## config.mk

```make
export PLATFORM = sky130hd
export DESIGN_NAME = kcac_back
export DESIGN_NICKNAME = d
export VERILOG_FILES = /design/src/rtl/core/kcac_pkg.sv /design/src/rtl/core/kcac_back.sv
export SDC_FILE = /design/constraint.sdc
export NUM_CORES = 2
export LEC_CHECK = 0
export ABC_AREA = 1
export BUFFER_PORTS_ARGS = -buffer_cell sky130_fd_sc_hd__buf_2
export CAP_MARGIN = 20
export CORE_AREA = 2 2 243 269
export DETAILED_ROUTE_END_ITERATION = 16
export DIE_AREA = 0 0 245 271
export GPL_TIMING_DRIVEN = 0
export HOLD_SLACK_MARGIN = 0.06
export REMOVE_ABC_BUFFERS = 1
export SYNTH_ARGS = -nofsm -noshare
export SYNTH_HDL_FRONTEND = slang
export SYNTH_SLANG_ARGS = --single-unit
export TNS_END_PERCENT = 5
```

## constraint.sdc

```tcl
create_clock -name clk -period 14.95 [get_ports clk]
set_clock_uncertainty 0.2 [all_clocks]
set_input_delay 1.495 -clock clk [delete_from_list [all_inputs] [get_ports clk]]
set_output_delay 1.495 -clock clk [all_outputs]
set_load 0.02 [all_outputs]
```

## src/rtl/core/kcac_pkg.sv

```systemverilog
// Shared types and constants of the 3x3 convolution unit.
// Used by the front, queue, back and top-level modules; depends on nothing.
package kcac_pkg;

  localparam int MaxLine  = 1024;
  localparam int ColW     = $clog2(MaxLine);
  localparam int RowW     = 16;
  localparam int WidthW   = 11;
  localparam int CfgIdxW  = 3;
  localparam int CfgDataW = 48;

  localparam logic [CfgIdxW-1:0] REG_WIDTH  = 3'd0;
  localparam logic [CfgIdxW-1:0] REG_HEIGHT = 3'd1;
  localparam logic [CfgIdxW-1:0] REG_KTOP   = 3'd2;
  localparam logic [CfgIdxW-1:0] REG_KMID   = 3'd3;
  localparam logic [CfgIdxW-1:0] REG_KBOT   = 3'd4;
  localparam logic [CfgIdxW-1:0] REG_SCALE  = 3'd5;

  localparam logic [WidthW-1:0]   WIDTH_RESET  = 11'd1024;
  localparam logic [RowW-1:0]     HEIGHT_RESET = 16'd768;
  localparam logic [CfgDataW-1:0] KTOP_RESET   = 48'h000001000000;
  localparam logic [CfgDataW-1:0] KMID_RESET   = 48'h0100FC000100;
  localparam logic [CfgDataW-1:0] KBOT_RESET   = 48'h000001000000;
  localparam logic [15:0]         SCALE_RESET  = 16'd4096;

  typedef logic [7:0] pix_t;

  // One interior position waiting for the arithmetic.
  typedef struct packed {
    pix_t [2:0][2:0]  win;
    logic [RowW-1:0]  row;
    logic [ColW-1:0]  col;
    logic             last;
  } job_t;

  typedef struct packed {
    logic full;
    logic empty;
  } queue_status_t;

endpackage

```

## src/rtl/core/kcac_back.sv

```systemverilog
// Back of the convolution unit: multiply-accumulate over the window,
// absolute value, scale, rounding and saturation. Depends on kcac_pkg.
module kcac_back (
  input  logic                          clk,
  input  logic                          rst,
  input  kcac_pkg::queue_status_t       qstat,
  input  kcac_pkg::job_t                head,
  output logic                          pop,
  input  logic [kcac_pkg::CfgDataW-1:0] kernel_top,
  input  logic [kcac_pkg::CfgDataW-1:0] kernel_middle,
  input  logic [kcac_pkg::CfgDataW-1:0] kernel_bottom,
  input  logic [15:0]                   result_scale,
  output logic                          out_valid,
  input  logic                          out_stall,
  output logic [7:0]                    out_value,
  output logic [kcac_pkg::RowW-1:0]     out_row,
  output logic [kcac_pkg::ColW-1:0]     out_col,
  output logic                          frame_last
);

  localparam logic [2:0] B_IDLE  = 3'd0;
  localparam logic [2:0] B_MAC   = 3'd1;
  localparam logic [2:0] B_SCALE = 3'd2;
  localparam logic [2:0] B_ROUND = 3'd3;
  localparam logic [2:0] B_OUT   = 3'd4;

  logic [2:0]                   state;
  kcac_pkg::job_t               job;
  logic [1:0]                   ki;
  logic [1:0]                   kj;
  logic [kcac_pkg::CfgDataW-1:0] krow;
  logic signed [15:0]           coef;
  logic signed [24:0]           prod;
  logic signed [27:0]           acc;
  logic [26:0]                  mag;
  logic [42:0]                  scaled;
  logic [43:0]                  rounded;

  assign pop = (state == B_IDLE) && !qstat.empty;

  always_comb begin
    case (ki)
      2'd0:    krow = kernel_top;
      2'd1:    krow = kernel_middle;
      default: krow = kernel_bottom;
    endcase
    case (kj)
      2'd0:    coef = signed'(krow[15:0]);
      2'd1:    coef = signed'(krow[31:16]);
      default: coef = signed'(krow[47:32]);
    endcase
    prod    = signed'({1'b0, job.win[ki][kj]}) * coef;
    mag     = acc[27] ? 27'(-acc) : acc[26:0];
    rounded = {1'b0, scaled} + 44'(1 << 19);
  end

  always_ff @(posedge clk) begin
    if (rst) begin
      state     <= B_IDLE;
      out_valid <= 1'b0;
    end else begin
      case (state)
        B_IDLE: begin
          if (!qstat.empty) begin
            state <= B_MAC;
          end
        end
        B_MAC: begin
          if (ki == 2'd2 && kj == 2'd2) begin
            state <= B_SCALE;
          end
        end
        B_SCALE: state <= B_ROUND;
        B_ROUND: begin
          state     <= B_OUT;
          out_valid <= 1'b1;
        end
        B_OUT: begin
          if (!out_stall) begin
            state     <= B_IDLE;
            out_valid <= 1'b0;
          end
        end
        default: state <= B_IDLE;
      endcase
    end
  end

  always_ff @(posedge clk) begin
    case (state)
      B_IDLE: begin
        job <= head;
        ki  <= '0;
        kj  <= '0;
        acc <= '0;
      end
      B_MAC: begin
        acc <= acc + 28'(prod);
        if (kj == 2'd2) begin
          kj <= '0;
          ki <= ki + 2'd1;
        end else begin
          kj <= kj + 2'd1;
        end
      end
      B_SCALE: scaled <= {16'd0, mag} * {27'd0, result_scale};
      B_ROUND: begin
        out_value  <= (rounded[43:20] > 24'd255) ? 8'd255 : rounded[27:20];
        out_row    <= job.row;
        out_col    <= job.col;
        frame_last <= job.last;
      end
      default: ;
    endcase
  end

endmodule

```

==> results.txt <==
- Status: finished clean
- The total area inside the core boundary comes to 63500 um2.
* Main combinational cell family by area after synthesis: adder cells
- The first detailed-routing pass took 5 iterations.
* Routability congestion estimate: 0.926
* # Post-CTS Setup Buffers: 0
- Worst Hold Endpoint: out_row[6]
* Count of clock tree sinks: 194
- Count leader, synth: sky130_fd_sc_hd__nand2_1
- The worst hold path belongs to the class reg -> reg.
- After synthesis, the share of flip-flops with an asynchronous set or reset is 0.
- Hold Crit Depth: 0
- The final layout contains routed wiring with a total length of 85.2 mm.
- The floorplan has 97 rows.
- The final route contains 23.8k vias.
* Area of the die: 66400 um2
- The clock passes through at most 2 buffers.
- For this run, the slowest stage of the critical path takes 830 ps.
* Setup slack of the worst register-to-register path: 6000 ps
* Capture point of the worst reg-to-reg path: acc[27]
- Entering global routing, the biggest net connects 49 pins.
* Sequential element share of the synthesized area: 0.200
- In this run the tightest slew margin relative to its limit is 0.250.
- DP Cell Count: 4575
- Count of endpoints failing hold in the final timing report: 0
* WHS: 218 ps
* Most frequent cells after synthesis: sky130_fd_sc_hd__nand2_1 (779), sky130_fd_sc_hd__inv_1 (726), sky130_fd_sc_hd__fa_1 (475)
- Of the total synthesized cell area, the portion taken by full adders, half adders and majority gates is 0.406.
* Number of warnings reported in the yosys synthesis log: 0
- At the later pin of the worst-skew pair, clock insertion delay measures 460 ps.
- The critical path is of the reg -> reg type.
- In this run the tool buffered the top-level ports with 299 buffer cells.
* Y dimension of the die: 271 um
- After detailed routing, the number of remaining DRC violations is 0.
- A synthesized cell averages 8.23 um2.
- Clock-pin slew reported for the worst setup and hold paths after clock tree synthesis: 90 ps
- The initial utilization of the core area, before any placement, comes to 0.457.
- Die width: 245 um
- Crit Path Max Fanout: 26
* Critical Path Source Type: register
- Fill cells in the final layout number 6237.
- Number of storage elements in the synthesis netlist: 194
- After detailed routing, the number of vias per cell comes to 5.16.
- Counting cells, the worst reg-to-reg path comes to 25.
- Hold repair after CTS inserted 0 buffers.
- Number of clock buffers inserted by TritonCTS: 17
* Complex-gate fraction of the synthesized area: 0.0571
- For this design the top-level I/O count stands at 301.
* Setup-violating endpoint count in the final report: 0
- The first global-routing pass estimated 137 mm of wire.
* Max Freq: 112 MHz
- STA puts the critical path data required time at 14960 ps.
- Kind of end point of the critical path: register
- Measured on the finished design, the core utilization comes to 0.505.
- Clock tree root buffer cell: sky130_fd_sc_hd__clkbuf_16
- The netlist uses 54 different library cells.
- Unrepaired setup endpoints after global routing: false
- The synthesized design contains 190 enable-type register cells.
* Total of cells resized after clock tree synthesis: 0
* Post-layout minimum cycle time: 8950 ps
* Wire per inst: 18.4 um
- For the final routed database, the setup TNS stands at 0 ps.
- Iteration-0 DRC count of the detailed router: 1528
- Summing every instance area after synthesis gives 29000 um2.
* Cell types occupying the most area after synthesis: sky130_fd_sc_hd__fa_1 (33%), sky130_fd_sc_hd__edfxtp_1 (20%), sky130_fd_sc_hd__nand2_1 (10%)
- Yosys top cell area share: 0.328
* Predominant post-synthesis flop cell: sky130_fd_sc_hd__edfxtp_1
- Via count of the first global-routing pass: 25.1k
- Post-synthesis share of cell area spent on and, or, nand and nor gates: 0.214
- The cell count after synthesis came out at 3522.
- Post-detailed-route count of antenna-violating nets: 0
- Critical path data arrival time: 8960 ps
* Clock tree from TritonCTS: built
- Worst flop-to-flop path startpoint: kj[0]
- After legalization and detailed placement, the total HPWL measured 69.4 mm.
* Period utilization: 0.599
- The initial antenna violation count was 17.
- The area growth from synthesis to layout is 10.6%.
- Fraction of synthesized cell area in xor and xnor cells: 0.0123
- Cell taking the most area after synthesis: sky130_fd_sc_hd__fa_1
* Least-Margin Pin Slew: 1120 ps
- Net count reported at finish: 4676
- The finished layout holds 4617 standard cells, fillers aside.
- Clock H-tree levels: 4
- Total global routing track utilization: 0.266
- After synthesis, the share of cell area in mux cells is 0.
- In the final layout, the share of cells above drive strength 1 is 0.109.
- In this run the most critical hold path is launched from job[17].
- The max-slew violation count came to 0.
- Max Cap Violations: 0
* Congestion Overflow GR: 0
- The slowest stage of the critical path is the sky130_fd_sc_hd__edfxtp_1 cell.
==> layout by cell type, fill, tap and decap left out, types with 27 or more instances in the layout <==
master and instances:
sky130_fd_sc_hd__nand2_1 779, sky130_fd_sc_hd__inv_1 726, sky130_fd_sc_hd__fa_1 475, sky130_fd_sc_hd__nor2_1 429
sky130_fd_sc_hd__buf_2 299, sky130_fd_sc_hd__edfxtp_1 190, sky130_fd_sc_hd__ha_1 179, sky130_fd_sc_hd__nand3_1 166
sky130_fd_sc_hd__o21ai_0 109, sky130_fd_sc_hd__a21oi_1 105, sky130_fd_sc_hd__nand4_1 33, sky130_fd_sc_hd__xor2_1 27
==> flip-flops by register name, indices dropped and copies added, names as in the netlist <==
register and cells:
out_value 8, acc 28, scaled 24, frame_last 1, state 3, out_col 10, out_row 16, out_valid 1
kj 2, job 99, ki 2
==> cell type report <==
cell class / instances / area [um2] / share of cell area
Antenna cell: 7 / 17.5 / 0.000547
Clock inverter: 15 / 209 / 0.00652
Tap cell: 841 / 1050 / 0.0328
Sequential cell: 194 / 5790 / 0.181
Timing Repair Buffer: 315 / 1760 / 0.0549
Multi-Input combinational cell: 2489 / 20000 / 0.625
Clock buffer: 17 / 425 / 0.0133
Inverter: 739 / 2780 / 0.0866
==> worst max-delay path, delay by kind of cell (launching register included) <==
family | cells | cell delay [ps]
fa+ha+maj | 7 | 3610
buf+inv | 6 | 1540
simple gates | 8 | 1630
flops | 1 | 830
compound gates | 4 | 880
==> routing by layer <==
| layer | part of all wire | wire length, um | track usage |
|---|---|---|---|
| met5 | 0.00094 | 80 | 0 |
| met4 | 0.037 | 3170 | 0.0955 |
| met3 | 0.061 | 5200 | 0.0393 |
| met2 | 0.50 | 42500 | 0.468 |
| met1 | 0.40 | 34200 | 0.330 |
==> worst max path at each step <==
| stage | cells after the start | to | from | slack [ps] |
|---|---|---|---|---|
| final | 25 | acc[27] | kj[0] | 6000 |
| after global routing | 25 | acc[27] | kj[0] | 5320 |
| after floorplan | 25 | acc[26] | ki[1] | 6430 |
| after CTS | 25 | acc[27] | kj[0] | 5980 |
| after global placement | 27 | acc[27] | ki[1] | 3790 |
| after detailed placement | 25 | acc[27] | kj[0] | 6010 |
==> cell families (layout without fill, tap and decap cells) <==
family                   count (synthesis)  in the layout
AO/OA/AOI/OAI                          291            291
adder cells (fa/ha/maj)                656            656
other                                    0              7
XOR/XNOR                                40             40
AND/OR/NAND/NOR                       1502           1502
flip-flops                             194            194
buffers and inverters                  839           1086
==> through the flow <==
| stage | setup WS [ps] | cell area [um2] |
|---|---|---|
| floorplan | 6430 | 28500 |
| global placement | 3790 | 31100 |
| detailed placement | 6010 | 31400 |
| CTS | 5980 | 32000 |
| global route | 5320 | 32000 |
| finish | 6000 | 32000 |
Power is not shown: default switching activity piles up to over one toggle a cycle in this logic, so the estimate is an artifact.
