`config.mk`:
```
export PLATFORM = sky130hd
export DESIGN_NAME = kcac_queue
export DESIGN_NICKNAME = d
export VERILOG_FILES = /design/src/rtl/core/kcac_pkg.sv /design/src/rtl/core/kcac_queue.sv
export SDC_FILE = /design/constraint.sdc
export NUM_CORES = 1
export LEC_CHECK = 0
export ABC_CLOCK_PERIOD_IN_PS = 9550
export BUFFER_PORTS_ARGS = -buffer_cell sky130_fd_sc_hd__buf_4
export CORE_MARGIN = 2
export CORE_UTILIZATION = 56
export DETAILED_ROUTE_END_ITERATION = 12
export HOLD_SLACK_MARGIN = 0.05
export PLACE_DENSITY_LB_ADDON = 0.15
export SYNTH_ARGS = -nofsm -noshare
export SYNTH_HDL_FRONTEND = slang
export SYNTH_SLANG_ARGS = --single-unit
```
`constraint.sdc`:
```
create_clock -name clk -period 9.55 [get_ports clk]
set_input_delay 1.4325 -clock clk [delete_from_list [all_inputs] [get_ports clk]]
set_output_delay 1.4325 -clock clk [all_outputs]
set_load 0.02 [all_outputs]
```
`src/rtl/core/kcac_pkg.sv`:
```
// Shared types and constants of the 3x3 convolution unit.
// Used by the front, queue, back and top-level modules; depends on nothing.
package kcac_pkg;

  localparam int MaxLine  = 1024;
  localparam int ColW     = $clog2(MaxLine);
  localparam int RowW     = 16;
  localparam int WidthW   = 11;
  localparam int CfgIdxW  = 3;
  localparam int CfgDataW = 48;

  localparam logic [CfgIdxW-1:0] REG_WIDTH  = 3'd0;
  localparam logic [CfgIdxW-1:0] REG_HEIGHT = 3'd1;
  localparam logic [CfgIdxW-1:0] REG_KTOP   = 3'd2;
  localparam logic [CfgIdxW-1:0] REG_KMID   = 3'd3;
  localparam logic [CfgIdxW-1:0] REG_KBOT   = 3'd4;
  localparam logic [CfgIdxW-1:0] REG_SCALE  = 3'd5;

  localparam logic [WidthW-1:0]   WIDTH_RESET  = 11'd1024;
  localparam logic [RowW-1:0]     HEIGHT_RESET = 16'd768;
  localparam logic [CfgDataW-1:0] KTOP_RESET   = 48'h000001000000;
  localparam logic [CfgDataW-1:0] KMID_RESET   = 48'h0100FC000100;
  localparam logic [CfgDataW-1:0] KBOT_RESET   = 48'h000001000000;
  localparam logic [15:0]         SCALE_RESET  = 16'd4096;

  typedef logic [7:0] pix_t;

  // One interior position waiting for the arithmetic.
  typedef struct packed {
    pix_t [2:0][2:0]  win;
    logic [RowW-1:0]  row;
    logic [ColW-1:0]  col;
    logic             last;
  } job_t;

  typedef struct packed {
    logic full;
    logic empty;
  } queue_status_t;

endpackage

```
`src/rtl/core/kcac_queue.sv`:
```
// Two-entry queue of jobs between the front and the back.
// Depends on kcac_pkg.
module kcac_queue (
  input  logic                    clk,
  input  logic                    rst,
  input  logic                    push,
  input  kcac_pkg::job_t          din,
  input  logic                    pop,
  output kcac_pkg::job_t          dout,
  output kcac_pkg::queue_status_t qstat
);

  kcac_pkg::job_t slots [2];
  logic       wptr;
  logic       rptr;
  logic [1:0] count;

  assign qstat.full  = (count == 2'd2);
  assign qstat.empty = (count == 2'd0);
  assign dout        = slots[rptr];

  always_ff @(posedge clk) begin
    if (push) begin
      slots[wptr] <= din;
    end
  end

  always_ff @(posedge clk) begin
    if (rst) begin
      wptr  <= 1'b0;
      rptr  <= 1'b0;
      count <= '0;
    end else begin
      if (push) begin
        wptr <= ~wptr;
      end
      if (pop) begin
        rptr <= ~rptr;
      end
      count <= count + {1'b0, push} - {1'b0, pop};
    end
  end

endmodule

```
==> results of run 1 <==
==> cell usage after synthesis <==
cell type | number | area (sq um)
and2_1 | 1 | 6.26
buf_2 | 8 | 40.0
buf_6 | 3 | 33.8
dfxtp_1 | 5 | 100
edfxtp_1 | 198 | 5950
ha_1 | 2 | 25.0
inv_1 | 2 | 7.51
mux2_2 | 89 | 1000
mux2_4 | 10 | 150
nor2_1 | 5 | 18.8
nor2b_1 | 3 | 18.8
xnor2_1 | 2 | 17.5
xnor3_1 | 1 | 22.5
==> routing by layer <==
layer	global-route usage, %	routed length, microns
met1	24.5	5350
met2	30.6	6500
met3	5.41	1200
met4	4.76	219
met5	0	0
==> area by class of cell <==
type / instances / area (sq um)
timing repair buffer: 207 / 1550
clock inverter: 13 / 91.3
fill: 763 / 3040
inverter: 2 / 7.51
tap: 172 / 215
sequential: 203 / 6050
multi-input combinational: 113 / 1270
clock buffer: 25 / 541
==> state kept, by name, summed over array words and instances, names as in the netlist, named ones only <==
register and cells:
count 2, rptr 1, slots 198, wptr 1
==> cells by family (layout without fill, tap and decap cells) <==
kind of cell  count (synthesis)  in the layout  share of synthesized area (%)
flops                       203            203                           81.8
mux                          99             99                           15.6
buf+inv                      13            247                           1.10
simple gates                  9              9                          0.593
xor+xnor                      3              3                          0.542
fa+ha+maj                     2              2                          0.339
==> power by group <==
part	switching [mW]	total (mW)	internal [mW]
Sequential	0.0216	1.06	1.04
Clock	0.313	0.744	0.431
Combinational	0.146	0.288	0.142
Total	0.481	2.09	1.61
==> per-stage QoR <==
stage / hold WS [ns] / cells / util, % / setup WS [ns] / cell area (sq um)
4_1_cts: 0.542 / 735 / 76.2 / 5.48 / 9730
3_5_place_dp: 0.526 / 697 / 71.2 / 5.99 / 9100
3_3_place_gp: 0.499 / 697 / 71.2 / 5.98 / 9100
5_1_grt: 0.615 / 735 / 76.2 / 5.38 / 9730
6_report: 0.536 / 735 / 76.2 / 5.49 / 9730
2_1_floorplan: 0.480 / 329 / - / 3.24 / 7390
==> worst min-delay path: stages (launching register included) <==
cell and delay [ns]:
dfxtp_1 0.33, xnor2_1 0.09, nor2_1 0.08
==> worst paths after layout <==
kind | start | cells past startpoint | slack [ns] | end
max reg2reg | wptr | 2 | 7.42 | slots[1][37]
min reg2reg | rptr | 2 | 0.54 | flip-flop
min | rptr | 2 | 0.54 | flip-flop
max | flip-flop | 3 | 5.49 | dout[64]
==> impl_metrics.tcl, run 1 <==
set metrics [dict create \
    layout_commonest_cell "buf_4" \
    cts_hold_buf 0 \
    clk_latency_ns 0.49 \
    drt_pass1_iterations 4 \
    ios 204 \
    final_antenna_net_count 0 \
    final_cell_mix "buf_4 (207), edfxtp_1 (198), mux2_2 (89)" \
    syn_area_sq_um 7390 \
    wire_per_inst_microns 18.1 \
    yosysWarnings 0 \
    required_ns 8.12 \
    post_cts_resized 0 \
    vias 3736 \
    hold_viol 0 \
    antenna_found_initial 0 \
    grt_pass1_wl_microns 20600 \
    cp-end-kind "output port" \
    area_growth_syn_to_layout_pct 31.7 \
    critical_path_class "reg2out" \
    maxCapViolations 0 \
    track_usage_pct 18.6 \
    ctsRootBufferMaster "clkbuf_16" \
    die_h_microns 119 \
    power_density_nw_per_um2 215 \
    slowest_delay_ns 0.77 \
    hpwl_microns 8440 \
    core_area_sq_um 12800 \
    grt_pass1_vias 3965 \
    clock_path_buffers 3 \
    ys_seq_area_share_pct 81.8 \
    path_buf_inv 2 \
    nNetsFinal 653 \
    fin_crit_ns 4.06 \
    crit_arrival_ns 2.63 \
    num_rows 41 \
    wl_microns 13300 \
    vdd_drop_max_uv 211 \
    crit_chain "buf_4, mux2_2, buf_4" \
    finalSetupViolations 0 \
    antenna_cells 0 \
    vias_per_cell 5.08 \
    io_buffer_count 203 \
    slew_violations 0 \
    die_w_microns 119 \
    slew_headroom_pct 50.9 \
    hold_class "reg2reg" \
    avgSynthCellArea_sq_um 22.5 \
    die_area_sq_um 14100 \
    critical_path_peak_fanout 50 \
    layout-drive-gt1-share_pct 59.9 \
    start_util_pct 57.8 \
    cp_slowest_cell "dfxtp_4" \
    crit_family "buffers and inverters" \
    htree_levels 1 \
    grt_max_degree 55 \
    ys_ff_latch 203 \
    period_share_pct 42.5 \
    tritoncts "yes" \
    cts.reportedPaths.clkPinSlew_ns 0.06 \
    clock-sinks 203 \
    status "finished, final reports clean" \
    fmax_ghz 0.246 \
    cts_buffers 21 \
    drcViolationCount 0 \
    fin_setup_tns_ns 0 \
    cts_setup_buffers 0 \
    critPathLaunchType "flip-flop" \
    crit_top_cell "buf_4" \
    p_total_mw 2.09 \
    clock_skew_ns 0.0166 \
    syn_nets 434 \
    tightest_slew_ns 0.736 \
    detail_route.iter0.violations 225 \
    gp_congestion 0.712 \
    synth_cells 329 \
    grt_setup_unrepaired "no" \
    leakagePower_nw 3.67 \
    grt_overflow_total 0 \
    synth.distinct_cells 13 \
]
No activity file was read; power rests on OpenSTA's default activity.
==> run 2, diff against run 1 <==
Settings changed: ABC_CLOCK_PERIOD_IN_PS 9550 to 3500, CORE_UTILIZATION 56 to 47.
Clock period 9.55 ns to 3.5 ns, I/O delays scaled along.
==> run 2 against run 1 <==
  * Sequential share of layout area is 0.38 points lower
  * Power grew to 2.7 times the previous value
  * Non-clock buffer count stayed put
  * Highest routed layer unchanged
  * Clock skew fell by 0.0072 ns
  * Clock-buffer cell count down 1
  * First-iteration DRC count shrank 21%
  * Die area rose by 18%
  * Core utilization decreased by 12 points
  * Largest power group unchanged
  * Critical endpoint is now dout[65]
  * Clock power grew to 2.7 times the previous value
  * Critical path depth unchanged
  * Global-route usage down 2.9 points
==> impl_metrics.tcl, run 2 (synthesized netlist as in run 1, its figures left out) <==
set metrics [dict create \
    status "finished, final reports clean" \
    clock_skew_ns 0.00948 \
    power_density_nw_per_um2 581 \
    finalSetupViolations 0 \
    fin_crit_ns 2.72 \
    ctsRootBufferMaster "clkbuf_16" \
    reg2reg_from "wptr" \
    core_area_sq_um 15300 \
    placed_area_sq_um 9170 \
    cts.reportedPaths.clkPinSlew_ns 0.06 \
    vias 3740 \
    area_growth_syn_to_layout_pct 32.5 \
    final_area_sq_um 9790 \
    cts_setup_buffers 0 \
    die_w_microns 129 \
    r2r_end "slots[1][88]" \
    die_h_microns 129 \
    tritoncts "yes" \
    nNetsFinal 653 \
    vdd_drop_max_uv 406 \
    critPathLaunchType "flip-flop" \
    tightest_slew_ns 0.715 \
    die_area_sq_um 16700 \
    gr-usage-met1_pct 19.8 \
    leakagePower_nw 3.68 \
    r2r_slack_ns 1.73 \
    period_share_pct 77.6 \
    reg2reg_depth 2 \
    clock-sinks 203 \
    start_util_pct 48.4 \
    clk_latency_ns 0.48 \
    reg.largest.list "slots (198), count (2)" \
    drcViolationCount 0 \
    vias_per_cell 4.84 \
    grt_overflow_total 0 \
    crit_arrival_ns 2.19 \
    wire_per_inst_microns 17.5 \
    layout_commonest_cell "buf_4" \
    final_cell_mix "buf_4 (205), edfxtp_1 (198), mux2_2 (89)" \
    slew_violations 0 \
    ios 204 \
    detail_route.iter0.violations 177 \
    clock_path_buffers 3 \
    largest_register_ffs 198 \
    use_met3_pct 4.38 \
    crit_end "dout[65]" \
    grt_pass1_wl_microns 20000 \
    track_usage_pct 15.6 \
    antenna_cells 0 \
    slew_headroom_pct 52.3 \
    final_antenna_net_count 0 \
    post_cts_resized 0 \
    cts_buffers 21 \
    gp_congestion 0.743 \
    maxCapViolations 0 \
    antenna_found_initial 0 \
    critical_path_class "reg2out" \
    critical_path_peak_fanout 58 \
    grt_max_degree 59 \
    cts_hold_buf 0 \
    hold_viol 0 \
    fmax_ghz 0.368 \
    wl_microns 13500 \
    fin_setup_tns_ns 0 \
    nFillCells 1098 \
    htree_levels 1 \
    drt_pass1_iterations 4 \
    hpwl_microns 8720 \
    busiest_layer "met2" \
    layout-drive-gt1-share_pct 59.9 \
    io_buffer_count 203 \
    num_rows 45 \
    hold_class "in2reg" \
    top_register "slots" \
    cp-end-kind "output port" \
    grt_setup_unrepaired "no" \
    required_ns 2.97 \
    grt_pass1_vias 3777 \
    grt_use_met2_pct 26.3 \
]
[run 2: cell types whose count changed in the layout (fill, tap and decap cells not counted), sizes merged]
cell and change:
clkinvlp -2, clkbuf -1, clkinv +1
[run 2: power breakdown]
group          total (mW)  internal (mW)  switching (mW)
logic               0.794          0.392           0.402
registers            2.89           2.84          0.0546
clock network        2.00           1.17           0.832
[run 2: per-stage QoR]
step	cells	utilization (%)	power [mW]	setup slack [ns]	hold slack, ns
floorplan	329	-	3.38	0.229	0.480
global placement	736	60.1	3.73	1.26	0.499
detailed placement	736	60.1	3.75	1.25	0.512
CTS	772	64.2	5.76	0.730	0.206
global route	772	64.2	5.90	0.653	0.204
finish	772	64.2	5.69	0.784	0.228
[run 2: how the worst min path moves through the flow]
stage	startpoint	endpoint	slack [ns]	cells past startpoint
2_1_floorplan	rptr	flip-flop	0.48	2
3_3_place_gp	rptr	rptr	0.50	2
3_5_place_dp	rptr	flip-flop	0.51	2
4_1_cts	din[34]	slots[1][34]	0.21	1
5_1_grt	din[66]	slots[1][66]	0.20	1
6_report	din[34]	slots[1][34]	0.23	1
[run 2: metal layers]
layer / part of all wire (%) / wire (microns)
met2: 52 / 6980
met3: 7.4 / 1010
met5: 0 / 0
met1: 39 / 5320
met4: 1.8 / 240
[run 2: area by class of cell]
type / count / area [sq um] / share of cell area [%]
Tap cell: 211 / 264 / 2.70
Sequential cell: 203 / 6050 / 61.8
Inverter: 2 / 7.51 / 0.0767
Timing Repair Buffer: 207 / 1580 / 16.1
Clock inverter: 12 / 81.3 / 0.831
Multi-Input combinational cell: 113 / 1270 / 13.0
Clock buffer: 24 / 537 / 5.48
[run 2: critical path, cell delays in order, from the launching register on]
cell and delay [ns]:
dfxtp_4 0.71, buf_12 0.36, mux2_2 0.40, buf_4 0.16
==> run 3, diff against run 2 <==
Settings changed: ABC_AREA set to 1, ABC_CLOCK_PERIOD_IN_PS 3500 to 2600, CORE_UTILIZATION 47 to 52.
Clock period 3.5 ns to 2.6 ns, I/O delays scaled along.
==> run 3 against run 2 <==
  * Sequential cell count is the same
  * Power up 30%
  * Clock skew increased by 0.0012 ns
  * Clock-buffer cell count up 1
  * Die area shrank 9.2%
  * Sequential share of layout area rose by 0.13 points
  * Cell count down 2.7%
  * Via count is 1.1% higher
  * Critical path type unchanged
  * Highest routed layer unchanged
==> impl_metrics.tcl, run 3 <==
set metrics [dict create \
    period_share_pct 88.6 \
    die_w_microns 123 \
    post_cts_resized 0 \
    yosysMostFrequentCell "edfxtp_1" \
    ios 204 \
    reg.largest.list "slots (198), count (2)" \
    p_int_mw 5.75 \
    wl_microns 13500 \
    fin_crit_ns 2.30 \
    clock-sinks 203 \
    ys_seq_area_share_pct 81.7 \
    final_cell_mix "buf_4 (206), edfxtp_1 (198), mux2_2 (89)" \
    yosys.area.top_type "edfxtp_1" \
    cts_hold_buf 0 \
    clock_path_buffers 3 \
    grt_overflow_total 0 \
    synth-adder-area-share_pct 0.338 \
    cts_buffers 20 \
    cp-end-kind "output port" \
    die_area_sq_um 15200 \
    grt_max_degree 63 \
    critical_path_peak_fanout 51 \
    async_reset_ff_share_pct 0 \
    maxCapViolations 0 \
    core_area_sq_um 13900 \
    fin_cells 751 \
    slowest_delay_ns 0.52 \
    syn_area_sq_um 7400 \
    hold_class "in2reg" \
    detail_route.iter0.violations 220 \
    finalSetupViolations 0 \
    gp_congestion 0.768 \
    start_util_pct 53.3 \
    grt_pass1_vias 3984 \
    final_antenna_net_count 0 \
    reg2reg_depth 2 \
    p_sw_mw 1.65 \
    synth-compound-area-share_pct 0.0677 \
    die_h_microns 123 \
    hpwl_microns 9080 \
    p_sw_share_pct 22.3 \
    layout_commonest_cell "buf_4" \
    top_register "slots" \
    cts.reportedPaths.clkPinSlew_ns 0.06 \
    yosysWarnings 0 \
    clock_skew_ns 0.0107 \
    synth_edf_count 198 \
    vias 3782 \
    antenna_cells 0 \
    muxShareOfSynthArea_pct 15.6 \
    synth.distinct_cells 14 \
    r2r_end "slots[0][29]" \
    antenna_found_initial 0 \
    io_buffer_count 203 \
    tightest_slew_ns 0.577 \
    synth_top_family_by_area "multiplexers" \
    yosys_most_used_dff "edfxtp_1" \
    cts_setup_buffers 0 \
    dp_cells 718 \
    r2r_slack_ns 1.22 \
    grt_setup_unrepaired "no" \
    cp_slowest_cell "dfxtp_4" \
    tritoncts "yes" \
    nNetsFinal 665 \
    ys_ff_latch 203 \
    clk_latency_ns 0.47 \
    holdPathStages 1 \
    vias_per_cell 5.04 \
    avgSynthCellArea_sq_um 21.8 \
    grt_pass1_wl_microns 19600 \
    fmax_ghz 0.434 \
    slew_violations 0 \
    hold_viol 0 \
    power_density_nw_per_um2 758 \
    fin_setup_tns_ns 0 \
    drcViolationCount 0 \
    p_seq_share_pct 51.9 \
    pwr-share-comb_pct 13.7 \
    wire_per_inst_microns 17.9 \
    largest_register_ffs 198 \
    synth_top_area_share_pct 80.4 \
    critical_path_class "reg2out" \
    holdPathEnd "slots[1][48]" \
    required_ns 2.21 \
    critPathLaunchType "flip-flop" \
    htree_levels 1 \
    layout-drive-gt1-share_pct 59.2 \
    yosys-top-cells-count "edfxtp_1 (198), mux2_2 (89), mux2_4 (10)" \
    status "finished, final reports clean" \
    ctsRootBufferMaster "clkbuf_16" \
    crit_arrival_ns 1.91 \
    track_usage_pct 17.0 \
    crit_chain "buf_12, mux2_2, buf_4" \
    synth_cells 339 \
    num_rows 43 \
    leakagePower_nw 3.70 \
    vdd_drop_max_uv 546 \
    p_clk_share_pct 34.4 \
    drt_pass1_iterations 4 \
    slew_headroom_pct 61.5 \
    area_growth_syn_to_layout_pct 32.1 \
    yosys.area_share.simple_pct 0.744 \
    min-delay-start "din[48]" \
    synth_xor_area_share_pct 0.118 \
    reg2reg_from "wptr" \
    synthTopCellsByArea "edfxtp_1 (80%), mux2_2 (14%), mux2_4 (2.0%), dfxtp_1 (1.4%), buf_2 (0.54%)" \
    syn_nets 444 \
]
run 3: cell count changes after synthesis, moves of 3 or more:
cell / change
nand2_1: +4
nor2b_1: -3
inv_1: +6
nor2_1: +3
run 3: cell families (layout without fill, tap and decap cells):
logic type | count (synthesis) | in the layout
compound gates | 1 | 1
xor+xnor | 1 | 1
fa+ha+maj | 2 | 2
buf+inv | 19 | 251
flops | 203 | 203
mux | 99 | 99
simple gates | 14 | 14
run 3: worst max-delay path, delay by kind of cell (launching register included):
kind | cells | cell delay, ns
mux | 1 | 0.39
flops | 1 | 0.52
buf+inv | 2 | 0.48
run 3: routing by layer:
layer	routed length [microns]	GRT usage (%)
met5	0	0
met4	252	5.04
met3	1120	5.21
met2	7140	30.4
met1	4950	19.7
run 3: worst max path at each step:
| stage | from | endpoint | slack, ns |
|---|---|---|---|
| after floorplan | push | slots[1][0] | 0.27 |
| after global placement | flip-flop | dout[21] | 0.79 |
| after detailed placement | flip-flop | dout[51] | 0.79 |
| after CTS | flip-flop | dout[51] | 0.27 |
| after global routing | flip-flop | dout[18] | 0.23 |
| final | flip-flop | dout[51] | 0.30 |
run 3: layout make-up:
class                      instances  area, sq um
clock inverter                     8         38.8
clock buffer                      25          541
multi-input combinational        117         1250
tap                              180          225
fill                             926         4110
sequential                       203         6050
timing repair buffer             210         1630
inverter                           8         33.8
run 3: per-stage QoR:
| step | util (%) | power [mW] | setup slack (ns) | area [sq um] | hold slack, ns |
|---|---|---|---|---|---|
| final | 70.4 | 7.40 | 0.296 | 9770 | 0.0940 |
| after global routing | 70.4 | 7.69 | 0.231 | 9770 | 0.0745 |
| after CTS | 70.4 | 7.50 | 0.267 | 9770 | 0.0715 |
| after detailed placement | 66.2 | 4.94 | 0.787 | 9190 | 0.504 |
| after global placement | 66.2 | 4.91 | 0.792 | 9190 | 0.498 |
| after floorplan | - | 4.47 | 0.269 | 7410 | 0.461 |
run 3: power groups by stage:
stage / clock network, mW / registers (mW) / logic, mW
6_report: 2.55 / 3.84 / 1.01
5_1_grt: 2.75 / 3.86 / 1.08
3_3_place_gp: 0 / 3.90 / 1.01
4_1_cts: 2.62 / 3.85 / 1.03
2_1_floorplan: 0 / 3.89 / 0.573
3_5_place_dp: 0 / 3.92 / 1.03
